===== src/rtl/bbc_pkg.sv =====
`timescale 1ns / 1ps
// ----------------------------------------------------------------------------
// bbc_pkg
// Shared types and constants of the bracket balance checker.
// ----------------------------------------------------------------------------
package bbc_pkg;

    localparam int STACK_DEPTH_DEFAULT = 128;

    // classification queue between front and back end
    localparam int QUEUE_DEPTH = 4;
    localparam int QPTR_W      = $clog2(QUEUE_DEPTH);
    localparam int QCNT_W      = $clog2(QUEUE_DEPTH + 1);

    // bracket characters
    localparam logic [7:0] CHAR_OPEN_PAREN    = 8'h28;
    localparam logic [7:0] CHAR_OPEN_SQUARE   = 8'h5B;
    localparam logic [7:0] CHAR_OPEN_CURLY    = 8'h7B;
    localparam logic [7:0] CHAR_CLOSE_PAREN   = 8'h29;
    localparam logic [7:0] CHAR_CLOSE_SQUARE  = 8'h5D;
    localparam logic [7:0] CHAR_CLOSE_CURLY   = 8'h7D;

    // bracket kinds kept on the stack
    localparam logic [1:0] KIND_PAREN  = 2'd0;
    localparam logic [1:0] KIND_SQUARE = 2'd1;
    localparam logic [1:0] KIND_CURLY  = 2'd2;

    // verdict and sticky failure codes
    localparam logic [1:0] VERDICT_BALANCED   = 2'd0;
    localparam logic [1:0] VERDICT_UNBALANCED = 2'd1;
    localparam logic [1:0] VERDICT_OVERFLOW   = 2'd2;

    typedef enum logic [1:0] {
        OP_NONE,
        OP_OPEN,
        OP_CLOSE
    } op_kind_t;

    typedef struct packed {
        op_kind_t   op;
        logic [1:0] kind;
        logic       last;
    } bbc_entry_t;

endpackage


===== src/rtl/bbc_back.sv =====
`timescale 1ns / 1ps
// ----------------------------------------------------------------------------
// bbc_back
// Execution side: runs the bracket stack and produces the verdict.
// ----------------------------------------------------------------------------
module bbc_back #(
    parameter int STACK_DEPTH = bbc_pkg::STACK_DEPTH_DEFAULT
) (
    input  logic                aclk,
    input  logic                aresetn,
    input  logic                q_valid,
    output logic                q_ready,
    input  bbc_pkg::bbc_entry_t q_data,
    output logic                m_valid,
    input  logic                m_ready,
    output logic [1:0]          m_verdict
);
    import bbc_pkg::*;

    localparam int CW = $clog2(STACK_DEPTH + 1);
    localparam int AW = (STACK_DEPTH > 1) ? $clog2(STACK_DEPTH) : 1;

    // top of stack lives in top_reg, the entry below it in second_reg,
    // everything deeper in stack_mem
    logic [1:0]    stack_mem [STACK_DEPTH];
    logic [1:0]    top_reg;
    logic [1:0]    top_next;
    logic [1:0]    second_reg;
    logic [CW-1:0] count_reg;
    logic [CW-1:0] count_next;
    logic [1:0]    fail_reg;
    logic [1:0]    fail_next;
    logic          m_valid_reg;
    logic [1:0]    m_verdict_reg;
    logic [1:0]    verdict_next;

    logic          take;
    logic          active;
    logic          full;
    logic          empty;
    logic          do_push;
    logic          do_pop;
    logic          overflow;
    logic          underflow;
    logic          mismatch;
    logic [AW-1:0] wr_addr;
    logic [AW-1:0] rd_addr;

    // a last item needs the output register free, other items never wait
    assign take    = q_valid && (!q_data.last || !m_valid_reg || m_ready);
    assign q_ready = take;
    assign active  = take && (fail_reg == VERDICT_BALANCED);

    assign full  = (count_reg == CW'(STACK_DEPTH));
    assign empty = (count_reg == '0);

    assign do_push   = active && (q_data.op == OP_OPEN) && !full;
    assign overflow  = active && (q_data.op == OP_OPEN) && full;
    assign do_pop    = active && (q_data.op == OP_CLOSE) && !empty;
    assign underflow = active && (q_data.op == OP_CLOSE) && empty;
    assign mismatch  = do_pop && (top_reg != q_data.kind);

    // entry i sits in stack_mem[i] once something is pushed above it; a pop
    // refills second_reg with the entry two below the old top
    assign wr_addr = AW'(count_reg - CW'(1));
    assign rd_addr = AW'(count_reg - CW'(3));

    always_comb begin
        fail_next = fail_reg;
        if (overflow) begin
            fail_next = VERDICT_OVERFLOW;
        end else if (underflow || mismatch) begin
            fail_next = VERDICT_UNBALANCED;
        end

        count_next = count_reg;
        top_next   = top_reg;
        if (do_push) begin
            count_next = count_reg + CW'(1);
            top_next   = q_data.kind;
        end else if (do_pop) begin
            count_next = count_reg - CW'(1);
            top_next   = second_reg;
        end

        if (fail_next != VERDICT_BALANCED) begin
            verdict_next = fail_next;
        end else if (count_next != '0) begin
            verdict_next = VERDICT_UNBALANCED;
        end else begin
            verdict_next = VERDICT_BALANCED;
        end
    end

    always_ff @(posedge aclk) begin
        if (!aresetn) begin
            count_reg   <= '0;
            fail_reg    <= VERDICT_BALANCED;
            m_valid_reg <= 1'b0;
        end else begin
            if (take && q_data.last) begin
                count_reg   <= '0;
                fail_reg    <= VERDICT_BALANCED;
                m_valid_reg <= 1'b1;
            end else begin
                count_reg <= count_next;
                fail_reg  <= fail_next;
                if (m_ready) begin
                    m_valid_reg <= 1'b0;
                end
            end
        end
    end

    always_ff @(posedge aclk) begin
        top_reg <= top_next;
        if (take && q_data.last) begin
            m_verdict_reg <= verdict_next;
        end
    end

    // spill old top to memory and copy it into second_reg on push, refill second from memory on pop
    always_ff @(posedge aclk) begin
        if (do_push && !empty) begin
            stack_mem[wr_addr] <= top_reg;
        end
        if (do_pop) begin
            second_reg <= stack_mem[rd_addr];
        end else if (do_push) begin
            second_reg <= top_reg;
        end
    end

    assign m_valid   = m_valid_reg;
    assign m_verdict = m_verdict_reg;

endmodule


===== config.mk =====
export PLATFORM = sky130hd
export DESIGN_NAME = bbc_back
export DESIGN_NICKNAME = d
export VERILOG_FILES = /design/src/rtl/bbc_pkg.sv /design/src/rtl/bbc_back.sv
export SDC_FILE = /design/constraint.sdc
export NUM_CORES = 1
export LEC_CHECK = 0
export BUFFER_PORTS_ARGS = -buffer_cell sky130_fd_sc_hd__buf_4
export CAP_MARGIN = 20
export CORE_MARGIN = 2
export CORE_UTILIZATION = 25
export DETAILED_ROUTE_END_ITERATION = 8
export MAX_ROUTING_LAYER = met4
export PLACE_DENSITY = 0.5
export SYNTH_ARGS = -nofsm -noshare
export SYNTH_HDL_FRONTEND = slang
export SYNTH_SLANG_ARGS = --single-unit
export TNS_END_PERCENT = 1

===== constraint.sdc =====
create_clock -name aclk -period 6.28 [get_ports aclk]
set_clock_uncertainty 0.05 [all_clocks]
set_input_delay 1.884 -clock aclk [delete_from_list [all_inputs] [get_ports aclk]]
set_output_delay 1.884 -clock aclk [all_outputs]
set_load 0.005 [all_outputs]

==> results.md, run 1 <==
- Power Density: 313.9 nW/um2
- Post-synth EDFFs: 262
- Setup crit end: q_ready
- N_diodes: 0
- # rows: 79
- Antenna-violating nets left: 0
- Worst Setup SP: m_ready
- Layout area overhead: 15.60%
- Slowest-stage cell, CP: and3b_1
- # fillers: 4637
- Crit-path most repeated cell: buf_4
- Worst vdd ir: 188.0 uV
- WL/cell: 20.52 um
- Mapped Cells: 819
- Tcrit/Tclk final: 72.24%
- Area of the die: 49420 um2
- Post-CTS setup buffers: 0
- Slowest stage delay, CP: 0.36 ns
- Reg2reg path depth: 10
- Synthesis Warnings: 0
- Fin. max-slew vios: 0
- Port bufs: 12
- Final #Nets: 852
- Fin area: 13770 um2
- Post-cts resize count: 0
- Total grt overflow: 0
- Worst path cell trace: buf_4, and3b_1, nor2b_1, buf_4
- Tmin final: 4.537 ns
- Largest net degree at the start of global routing: 99
- Starting Density: 25.48%
- Maximum clock rate: 0.2204 GHz
- Clock root cell: clkbuf_16
- Final TNS setup: 0 ns
- Synth Register Bits: 273
- Clock Sinks: 273
- Core ar.: 46750 um2
- Clock Tree Buf Depth: 3
- Final hold vios: 0
- Measured slew at the worst slew-check pin: 0.9750 ns
- First-pass GRT wire length: 45830 um
- MaxCap Viol Count: 0
- Most common cell after layout, fill and taps aside: edfxtp_1
- GRT Total Usage: 12.48%
- DR vias: 7105
- Hold Path Class: flop to flop
- Die width: 222.3 um
- Worst Slack Setup Final: 1.743 ns
- Die height: 222.3 um
- Detail Placement HPWL: 17940 um
- Hold_buf cts: 0
- CTS tree: yes
- Multi-input gate area: 3630 um2
- Most frequent cells in the layout: 262 x edfxtp_1, 155 x nor2_1, 82 x nand2_1
- Avg Cell Area, Syn: 14.55 um2
- Place WS: 1.504 ns
- Drt via density: 4.830
- Worst hold stages: 2
- R2R Setup Slk: 2.12 ns
- H-tree levels: 1
- Reg clk slew, reported paths: 0.06 ns
- Placement Cell Area: 12760 um2
- CP required: 4.35 ns
- Vias in the first global route: 7227
- Max reg flops: 256
- Setup crit start kind: input pin
- Synth unique cells: 60
- Pre-Repair DR Iteration Count: 5
- Worst-skew pair later-pin latency: 0.55 ns
- CP Max Fanout: 6
- Leak: 4.170 nW
- R2R Path End: second_reg[0]$_DFFE_PP_
- Worst slew margin: 35.00%
- Initial antenna violation count: 0
- Syn Std Cell Area: 11910 um2
- Status: complete, no violations
- Crit path DAT: 2.60 ns
- Residual DRC: 0
- Total CTS buffers: 30
- RSZ-0062 raised after global routing: false
- Syn nets: 831
- 1st-iter DRT viols: 713
- WL final: 30190 um
- Final setup vio count: 0
- Post-synth top flop: edfxtp_1
- Share of layout cells above drive strength 1: 18.17%
- I/O Pins: 13
- Register area: 8089 um2
- Crit end category: primary output
- Async S/R FF share, synth: 0%
- Routability cong.: 0.7848
- Sequential element share of the synthesized area: 67.88%
- Reg2reg start: count_reg[0]$_SDFF_PP0_
- Kind of critical path: input pin to primary output
==> worst min-delay path by stage <==
| stage | start | endpoint | slack [ns] |
|---|---|---|---|
| floorplan | fail_reg[0]$_SDFF_PP0_ | fail_reg[0]$_SDFF_PP0_ | 0.41 |
| global placement | m_valid$_SDFFE_PN0P_ | m_valid$_SDFFE_PN0P_ | 0.44 |
| detailed placement | m_valid$_SDFFE_PN0P_ | m_valid$_SDFFE_PN0P_ | 0.43 |
| CTS | m_valid$_SDFFE_PN0P_ | m_valid$_SDFFE_PN0P_ | 0.44 |
| global route | m_valid$_SDFFE_PN0P_ | m_valid$_SDFFE_PN0P_ | 0.47 |
| finish | m_valid$_SDFFE_PN0P_ | m_valid$_SDFFE_PN0P_ | 0.44 |
==> cell type report <==
class | instances | area share (%)
Tap cell | 607 | 5.515
Sequential cell | 273 | 58.74
Clock inverter | 14 | 1.181
Timing Repair Buffer | 33 | 2.035
Inverter | 9 | 0.2453
Clock buffer | 42 | 5.933
Multi-Input combinational cell | 493 | 26.36
==> synthesized netlist by cell type, types with 4 or more instances <==
| cell type | n | area share [%] |
|---|---|---|
| edfxtp_1 | 262 | 66 |
| nor2_1 | 155 | 4.9 |
| nand2_1 | 82 | 2.6 |
| mux4_2 | 48 | 9.1 |
| nand3_1 | 31 | 1.3 |
| clkbuf_1 | 22 | 0.69 |
| mux2_2 | 22 | 2.1 |
| buf_2 | 20 | 0.84 |
| xnor2_1 | 18 | 1.3 |
| mux2i_1 | 15 | 1.3 |
| o22ai_1 | 15 | 0.79 |
| dfxtp_1 | 11 | 1.8 |
| a21oi_1 | 10 | 0.42 |
| inv_1 | 8 | 0.25 |
| nand4_1 | 8 | 0.42 |
| and3_1 | 7 | 0.37 |
| o21ai_0 | 7 | 0.29 |
| a32oi_1 | 5 | 0.37 |
| nor4_1 | 5 | 0.26 |
| o2111ai_1 | 5 | 0.37 |
| nand2b_1 | 4 | 0.21 |
| nor2b_1 | 4 | 0.21 |
==> where the power goes <==
part | switching [mW] | leakage [nW] | internal [mW] | total [mW]
combinational | 0.346 | 1.25 | 0.206 | 0.553
sequential | 0.00820 | 2.45 | 2.00 | 2.01
clock | 0.695 | 0.477 | 1.06 | 1.76
total | 1.05 | 4.17 | 3.27 | 4.32
==> through the flow <==
step                      hold WS (ns)  util (%)  power, mW  std cells
after global routing            0.4727     29.46      4.475       1471
final                           0.4364     29.46      4.323       1471
after floorplan                 0.4138         -      2.429        819
after detailed placement        0.4347     27.30      2.600       1414
after CTS                       0.4438     29.40      4.358       1470
after global placement          0.4383     27.30      2.605       1414
==> logic make-up (layout without fill, tap and decap cells) <==
family | count (synthesis) | count (layout) | synth area share [%]
flip-flops | 273 | 273 | 67.88
adder cells (fa/ha/maj) | 3 | 3 | 0.3151
AND/OR/NAND/NOR | 316 | 316 | 11.86
AO/OA/AOI/OAI | 68 | 68 | 4.106
multiplexers | 85 | 85 | 12.41
XOR/XNOR | 21 | 21 | 1.544
buffers and inverters | 53 | 98 | 1.880
==> layer usage <==
layer	wire, um	track usage [%]
met4	787	3.509
met1	13850	17.10
met2	13820	19.09
met5	0	-
met3	1724	2.089
==> critical path, delay by kind of cell <==
family                 cells  cell delay (ns)
AND/OR/NAND/NOR            2             0.47
buffers and inverters      2             0.26
No activity file was read; power rests on OpenSTA's default activity.
==> run 2: changes to the inputs <==
Clock period 6.28 ns to 4.7 ns, I/O delays scaled along.
==> results.md, run 2 (synthesis results as in run 1) <==
- Crit end category: primary output
- Setup crit start kind: input pin
- Crit path DAT: 2.11 ns (-0.49 ns)
- Die width: 222.3 um (unchanged)
- Hold endpoint: m_valid$_SDFFE_PN0P_
- WL/cell: 20.14 um (-1.8%)
- Max reg flops: 256 (unchanged)
- Vias in the first global route: 7384 (+2.2%)
- Register area: 8089 um2 (unchanged)
- DR vias: 7045 (-0.84%)
- Hold Path Class: flop to flop
- Status: complete, no violations
- Pre-Repair DR Iteration Count: 5 (unchanged)
- Fin. max-slew vios: 0 (unchanged)
- Reg clk slew, reported paths: 0.06 ns (about the same)
- First-pass GRT wire length: 46120 um (+0.63%)
- Most frequent cells in the layout: 262 x edfxtp_1, 155 x nor2_1, 82 x nand2_1
- Tmin final: 3.571 ns
- Initial antenna violation count: 0 (unchanged)
- Largest net degree at the start of global routing: 84 (-15%)
- Post-CTS setup buffers: 0 (unchanged)
- Worst vdd ir: 257.3 uV (+37%)
- CP Max Fanout: 6 (unchanged)
- RSZ-0062 raised after global routing: false
- Slowest stage delay, CP: 0.35 ns (about the same)
- Core ar.: 46750 um2 (unchanged)
- Crit-path most repeated cell: buf_4
- R2R Path End: stack_mem[27][1]$_DFFE_PP_
- Multi-input gate area: 3630 um2 (unchanged)
- Worst hold stages: 2 (unchanged)
- Clock Tree Buf Depth: 3 (unchanged)
- WL final: 29950 um (-0.77%)
- Hold_buf cts: 0 (unchanged)
- Worst path cell trace: buf_4, and3b_1, nor2b_1, buf_4
- Clock Sinks: 273 (unchanged)
- Tcrit/Tclk final: 75.98%
- Leak: 4.256 nW (+2.1%)
- Routability cong.: 0.8406 (+7.1%)
- # fillers: 4663 (+0.56%)
- Antenna-violating nets left: 0 (unchanged)
- R2R Setup Slk: 1.20 ns (-0.92 ns)
- Area of the die: 49420 um2 (unchanged)
- Total CTS buffers: 31 (+3.3%)
- Final hold vios: 0 (unchanged)
- Final core area utilization: 29.75% (+0.30 points)
- Kind of critical path: input pin to primary output
- Placement Cell Area: 12910 um2 (+1.1%)
- CTS tree: yes
- Post-cts resize count: 0 (unchanged)
- Drt via density: 4.738 (-1.9%)
- Measured slew at the worst slew-check pin: 1.038 ns (+0.06334 ns)
- Final setup vio count: 0 (unchanged)
- Maximum clock rate: 0.2800 GHz
- Power Density: 416.7 nW/um2 (+33%)
- Port bufs: 12 (unchanged)
- Worst slew margin: 30.31% (-4.7 points)
- Reg2reg path depth: 7 (-3)
- I/O Pins: 13 (unchanged)
- Reg2reg start: count_reg[0]$_SDFF_PP0_
- Detail Placement HPWL: 18740 um (+4.5%)
- Final #Nets: 868 (+1.9%)
- Layout area overhead: 16.76%
- # rows: 79 (unchanged)
- Slowest-stage cell, CP: and3b_1
- N_diodes: 0 (unchanged)
- Total grt overflow: 0 (unchanged)
- Worst Hold Launch: m_valid$_SDFFE_PN0P_
- Share of layout cells above drive strength 1: 20.68% (+2.5 points)
- Worst-skew pair later-pin latency: 0.55 ns (about the same)
- CP required: 3.24 ns (-1.11 ns)
- Die height: 222.3 um (unchanged)
- H-tree levels: 1 (unchanged)
- Clock root cell: clkbuf_16
- Starting Density: 25.48% (unchanged)
- MaxCap Viol Count: 0 (unchanged)
- Final TNS setup: 0 ns (unchanged)
- Worst Setup SP: m_ready
- Most common cell after layout, fill and taps aside: edfxtp_1
- 1st-iter DRT viols: 597 (-16%)
- Residual DRC: 0 (unchanged)
- GRT Total Usage: 12.58% (+0.11 points)
- Fin area: 13910 um2 (+1.0%)
==> run 2: changes by cell type in the layout (fill, tap and decap cells not counted), moves of 2 or more <==
cell        delta
clkinv_2       +5
clkbuf_1       -5
buf_12         +2
clkinv_1       -4
buf_4         +14
clkinvlp_4     +2
clkbuf_8       +2
==> run 2: final cells by class <==
type / instances / area share (%)
flip-flops and latches: 273 / 58.15
clock buffers: 39 / 5.936
well taps: 607 / 5.460
repair buffers: 48 / 2.860
multi-input cells: 493 / 26.09
clock inverters: 18 / 1.259
inverters: 9 / 0.2429
==> run 2: per-stage QoR <==
step	instances	setup slack, ns	hold slack [ns]	power, mW
4_1_cts	1487	1.127	0.4464	5.852
3_3_place_gp	1430	0.7670	0.4404	3.509
6_report	1487	1.129	0.4396	5.797
3_5_place_dp	1430	0.7686	0.4419	3.507
2_1_floorplan	819	1.137	0.4138	3.246
5_1_grt	1487	1.026	0.4811	6.007
==> run 2: how the worst max path moves through the flow <==
stage / endpoint / cells after the start
final: q_ready / 4
after global routing: stack_mem[27][1]$_DFFE_PP_ / 7
after CTS: q_ready / 4
after detailed placement: m_verdict[0]$_DFFE_PP_ / 8
after global placement: m_verdict[0]$_DFFE_PP_ / 8
after floorplan: m_verdict[0]$_DFFE_PP_ / 7
==> run 2: per-layer routing <==
layer  GRT usage (%)  wire length, um
met1           16.55            13250
met5               -                0
met3           2.407             1782
met4           4.076              792
met2           19.60            14130
==> run 2: power breakdown <==
group / internal (mW) / switching, mW
registers: 2.68 / 0.0107
clock network: 1.40 / 0.942
logic: 0.290 / 0.473
==> run 2: critical path: cells and delay by family <==
kind,cells,cell delay (ns)
AND/OR/NAND/NOR,2,0.44
buffers and inverters,2,0.25
==> run 3: changes to the inputs <==
Settings changed: PLACE_DENSITY 0.5 to 0.52.
Clock period 4.7 ns to 3.2 ns, I/O delays scaled along.
==> results.md, run 3 (synthesis results as in run 1) <==
- Detail Placement HPWL: 18630 um (-0.58%)
- Fin area: 14070 um2 (+1.1%)
- DR vias: 7206 (+2.3%)
- Status: complete, no violations
- Worst-skew pair later-pin latency: 0.54 ns (about the same)
- WL/cell: 19.97 um (-0.83%)
- Reg2reg path depth: 8 (+1)
- Area of the die: 49420 um2 (unchanged)
- Power Density: 604.1 nW/um2 (+45%)
- Most frequent cells in the layout: 262 x edfxtp_1, 155 x nor2_1, 82 x nand2_1
- CP top delay family: simple AND/OR/NAND/NOR gates
- Leak: 4.338 nW (+1.9%)
- GRT Total Usage: 12.40% (-0.18 points)
- Placement Cell Area: 13100 um2 (+1.4%)
- R2R Path End: stack_mem[107][0]$_DFFE_PP_
- Port bufs: 12 (unchanged)
- MaxCap Viol Count: 0 (unchanged)
- Met2 usage in global routing: 19.59% (about the same)
- Most Crowded Layer GR: met2
- H-tree levels: 1 (unchanged)
- Pre-Repair DR Iteration Count: 5 (unchanged)
- Final #Nets: 879 (+1.3%)
- Fin. max-slew vios: 0 (unchanged)
- WL final: 29880 um (-0.23%)
- Antenna-violating nets left: 0 (unchanged)
- Final setup vio count: 0 (unchanged)
- Measured slew at the worst slew-check pin: 0.7970 ns (-0.2414 ns)
- Die width: 222.3 um (unchanged)
- Layout area overhead: 18.08%
- Max reg flops: 256 (unchanged)
- 1st-iter DRT viols: 919 (+54%)
- Clock root cell: clkbuf_16
- Worst Hold Launch: m_valid$_SDFFE_PN0P_
- N_diodes: 0 (unchanged)
- Tcrit/Tclk final: 96.19%
- R2R Setup Slk: 0.12 ns (-1.08 ns)
- Final core area utilization: 30.09% (+0.34 points)
- Worst hold stages: 2 (unchanged)
- First-pass GRT wire length: 45680 um (-0.94%)
- Hold_buf cts: 0 (unchanged)
- Met1 Use GR: 16.62% (+0.068 points)
- Crit path DAT: 3.26 ns (+1.15 ns)
- Total grt overflow: 0 (unchanged)
- Clock Tree Buf Depth: 3 (unchanged)
- Residual DRC: 0 (unchanged)
- Initial antenna violation count: 0 (unchanged)
- Clock Sinks: 273 (unchanged)
- Buffers plus inverters on the worst setup path: 2 (unchanged)
- Core ar.: 46750 um2 (unchanged)
- CTS tree: yes
- Setup crit start kind: flop
- Slowest stage delay, CP: 0.43 ns (+0.08 ns)
- Share of layout cells above drive strength 1: 21.37% (+0.69 points)
- Tmin final: 3.078 ns
- Maximum clock rate: 0.3249 GHz
- CP Max Fanout: 19 (+13)
- Reg clk slew, reported paths: 0.07 ns (about the same)
- Post-cts resize count: 0 (unchanged)
- Total CTS buffers: 29 (-6.5%)
- Die height: 222.3 um (unchanged)
- Post-CTS setup buffers: 0 (unchanged)
- Routing usage on met3: 1.759% (-0.65 points)
- Drt via density: 4.817 (+1.7%)
- Worst slew margin: 46.61% (+16 points)
- Hold endpoint: m_valid$_SDFFE_PN0P_
- Slowest-stage cell, CP: or2_2
- Largest net degree at the start of global routing: 130 (+55%)
- Final TNS setup: 0 ns (unchanged)
- Most common cell after layout, fill and taps aside: edfxtp_1
- Final hold vios: 0 (unchanged)
- Kind of critical path: flop to flop
- RSZ-0062 raised after global routing: true
- Worst path cell trace: buf_4, buf_4, or2_2, nor2_1, nand2_1, o22ai_1, nand2_1, nor2_1
- Routability cong.: 0.8287 (-1.4%)
- Starting Density: 25.48% (unchanged)
- # rows: 79 (unchanged)
- I/O Pins: 13 (unchanged)
- Crit end category: flop
- Reg2reg start: count_reg[0]$_SDFF_PP0_
- Worst vdd ir: 382.1 uV (+49%)
- Hold Path Class: flop to flop
- # fillers: 4677 (+0.30%)
- CP required: 3.38 ns (+0.14 ns)
- Vias in the first global route: 7346 (-0.51%)
==> run 3: changes by cell type in the layout (fill, tap and decap cells not counted), sizes merged <==
cell	change
bufinv	+2
clkinv	-4
buf	+13
clkbuf	-2
inv	-1
clkinvlp	+1
==> run 3: report_power, final <==
part	switching, mW	internal (mW)	total, mW
sequential	0.0165	3.93	3.95
combinational	0.679	0.447	1.13
clock	1.36	2.06	3.42
total	2.05	6.44	8.50
==> run 3: how the worst max path moves through the flow <==
| stage | cells after the start | from | to | slack [ns] |
|---|---|---|---|---|
| after global routing | 9 | count_reg[0]$_SDFF_PP0_ | stack_mem[66][0]$_DFFE_PP_ | -0.05 |
| final | 8 | count_reg[0]$_SDFF_PP0_ | stack_mem[107][0]$_DFFE_PP_ | 0.12 |
| after detailed placement | 8 | q_valid | m_verdict[0]$_DFFE_PP_ | -0.12 |
| after global placement | 8 | q_valid | m_verdict[0]$_DFFE_PP_ | -0.1 |
| after CTS | 8 | count_reg[0]$_SDFF_PP0_ | stack_mem[107][0]$_DFFE_PP_ | 0.09 |
| after floorplan | 14 | count_reg[0]$_SDFF_PP0_ | m_verdict[0]$_DFFE_PP_ | 0.04 |
==> run 3: tightest hold or removal path: stages, from the launching register on <==
cell	delay [ns]
dfxtp_1	0.32
nand2b_1	0.06
a21boi_0	0.07
==> run 3: area by class of cell <==
type | instances | area, um2 | share of cell area [%]
inverters | 9 | 33.78 | 0.2401
well taps | 607 | 759.5 | 5.398
multi-input cells | 493 | 3637 | 25.85
clock inverters | 16 | 210.2 | 1.494
clock buffers | 37 | 755.7 | 5.372
flip-flops and latches | 273 | 8089 | 57.50
repair buffers | 61 | 583.1 | 4.144
==> run 3: layer usage <==
layer	part of all wire, %	vias to the layer above
met5	0	-
met4	2.8	0
met3	5.2	53
met2	47	216
met1	45	3707
li1	-	3230
==> run 3: metrics by stage <==
| step | setup slack (ns) | instances | hold WS (ns) | power [mW] |
|---|---|---|---|---|
| after floorplan | 0.03879 | 819 | 0.4138 | 4.772 |
| after global placement | -0.09717 | 1443 | 0.4399 | 5.150 |
| after detailed placement | -0.1178 | 1443 | 0.4533 | 5.155 |
| after CTS | 0.08889 | 1496 | 0.4716 | 8.585 |
| after global routing | -0.04866 | 1496 | 0.4940 | 8.807 |
| final | 0.1218 | 1496 | 0.4532 | 8.499 |
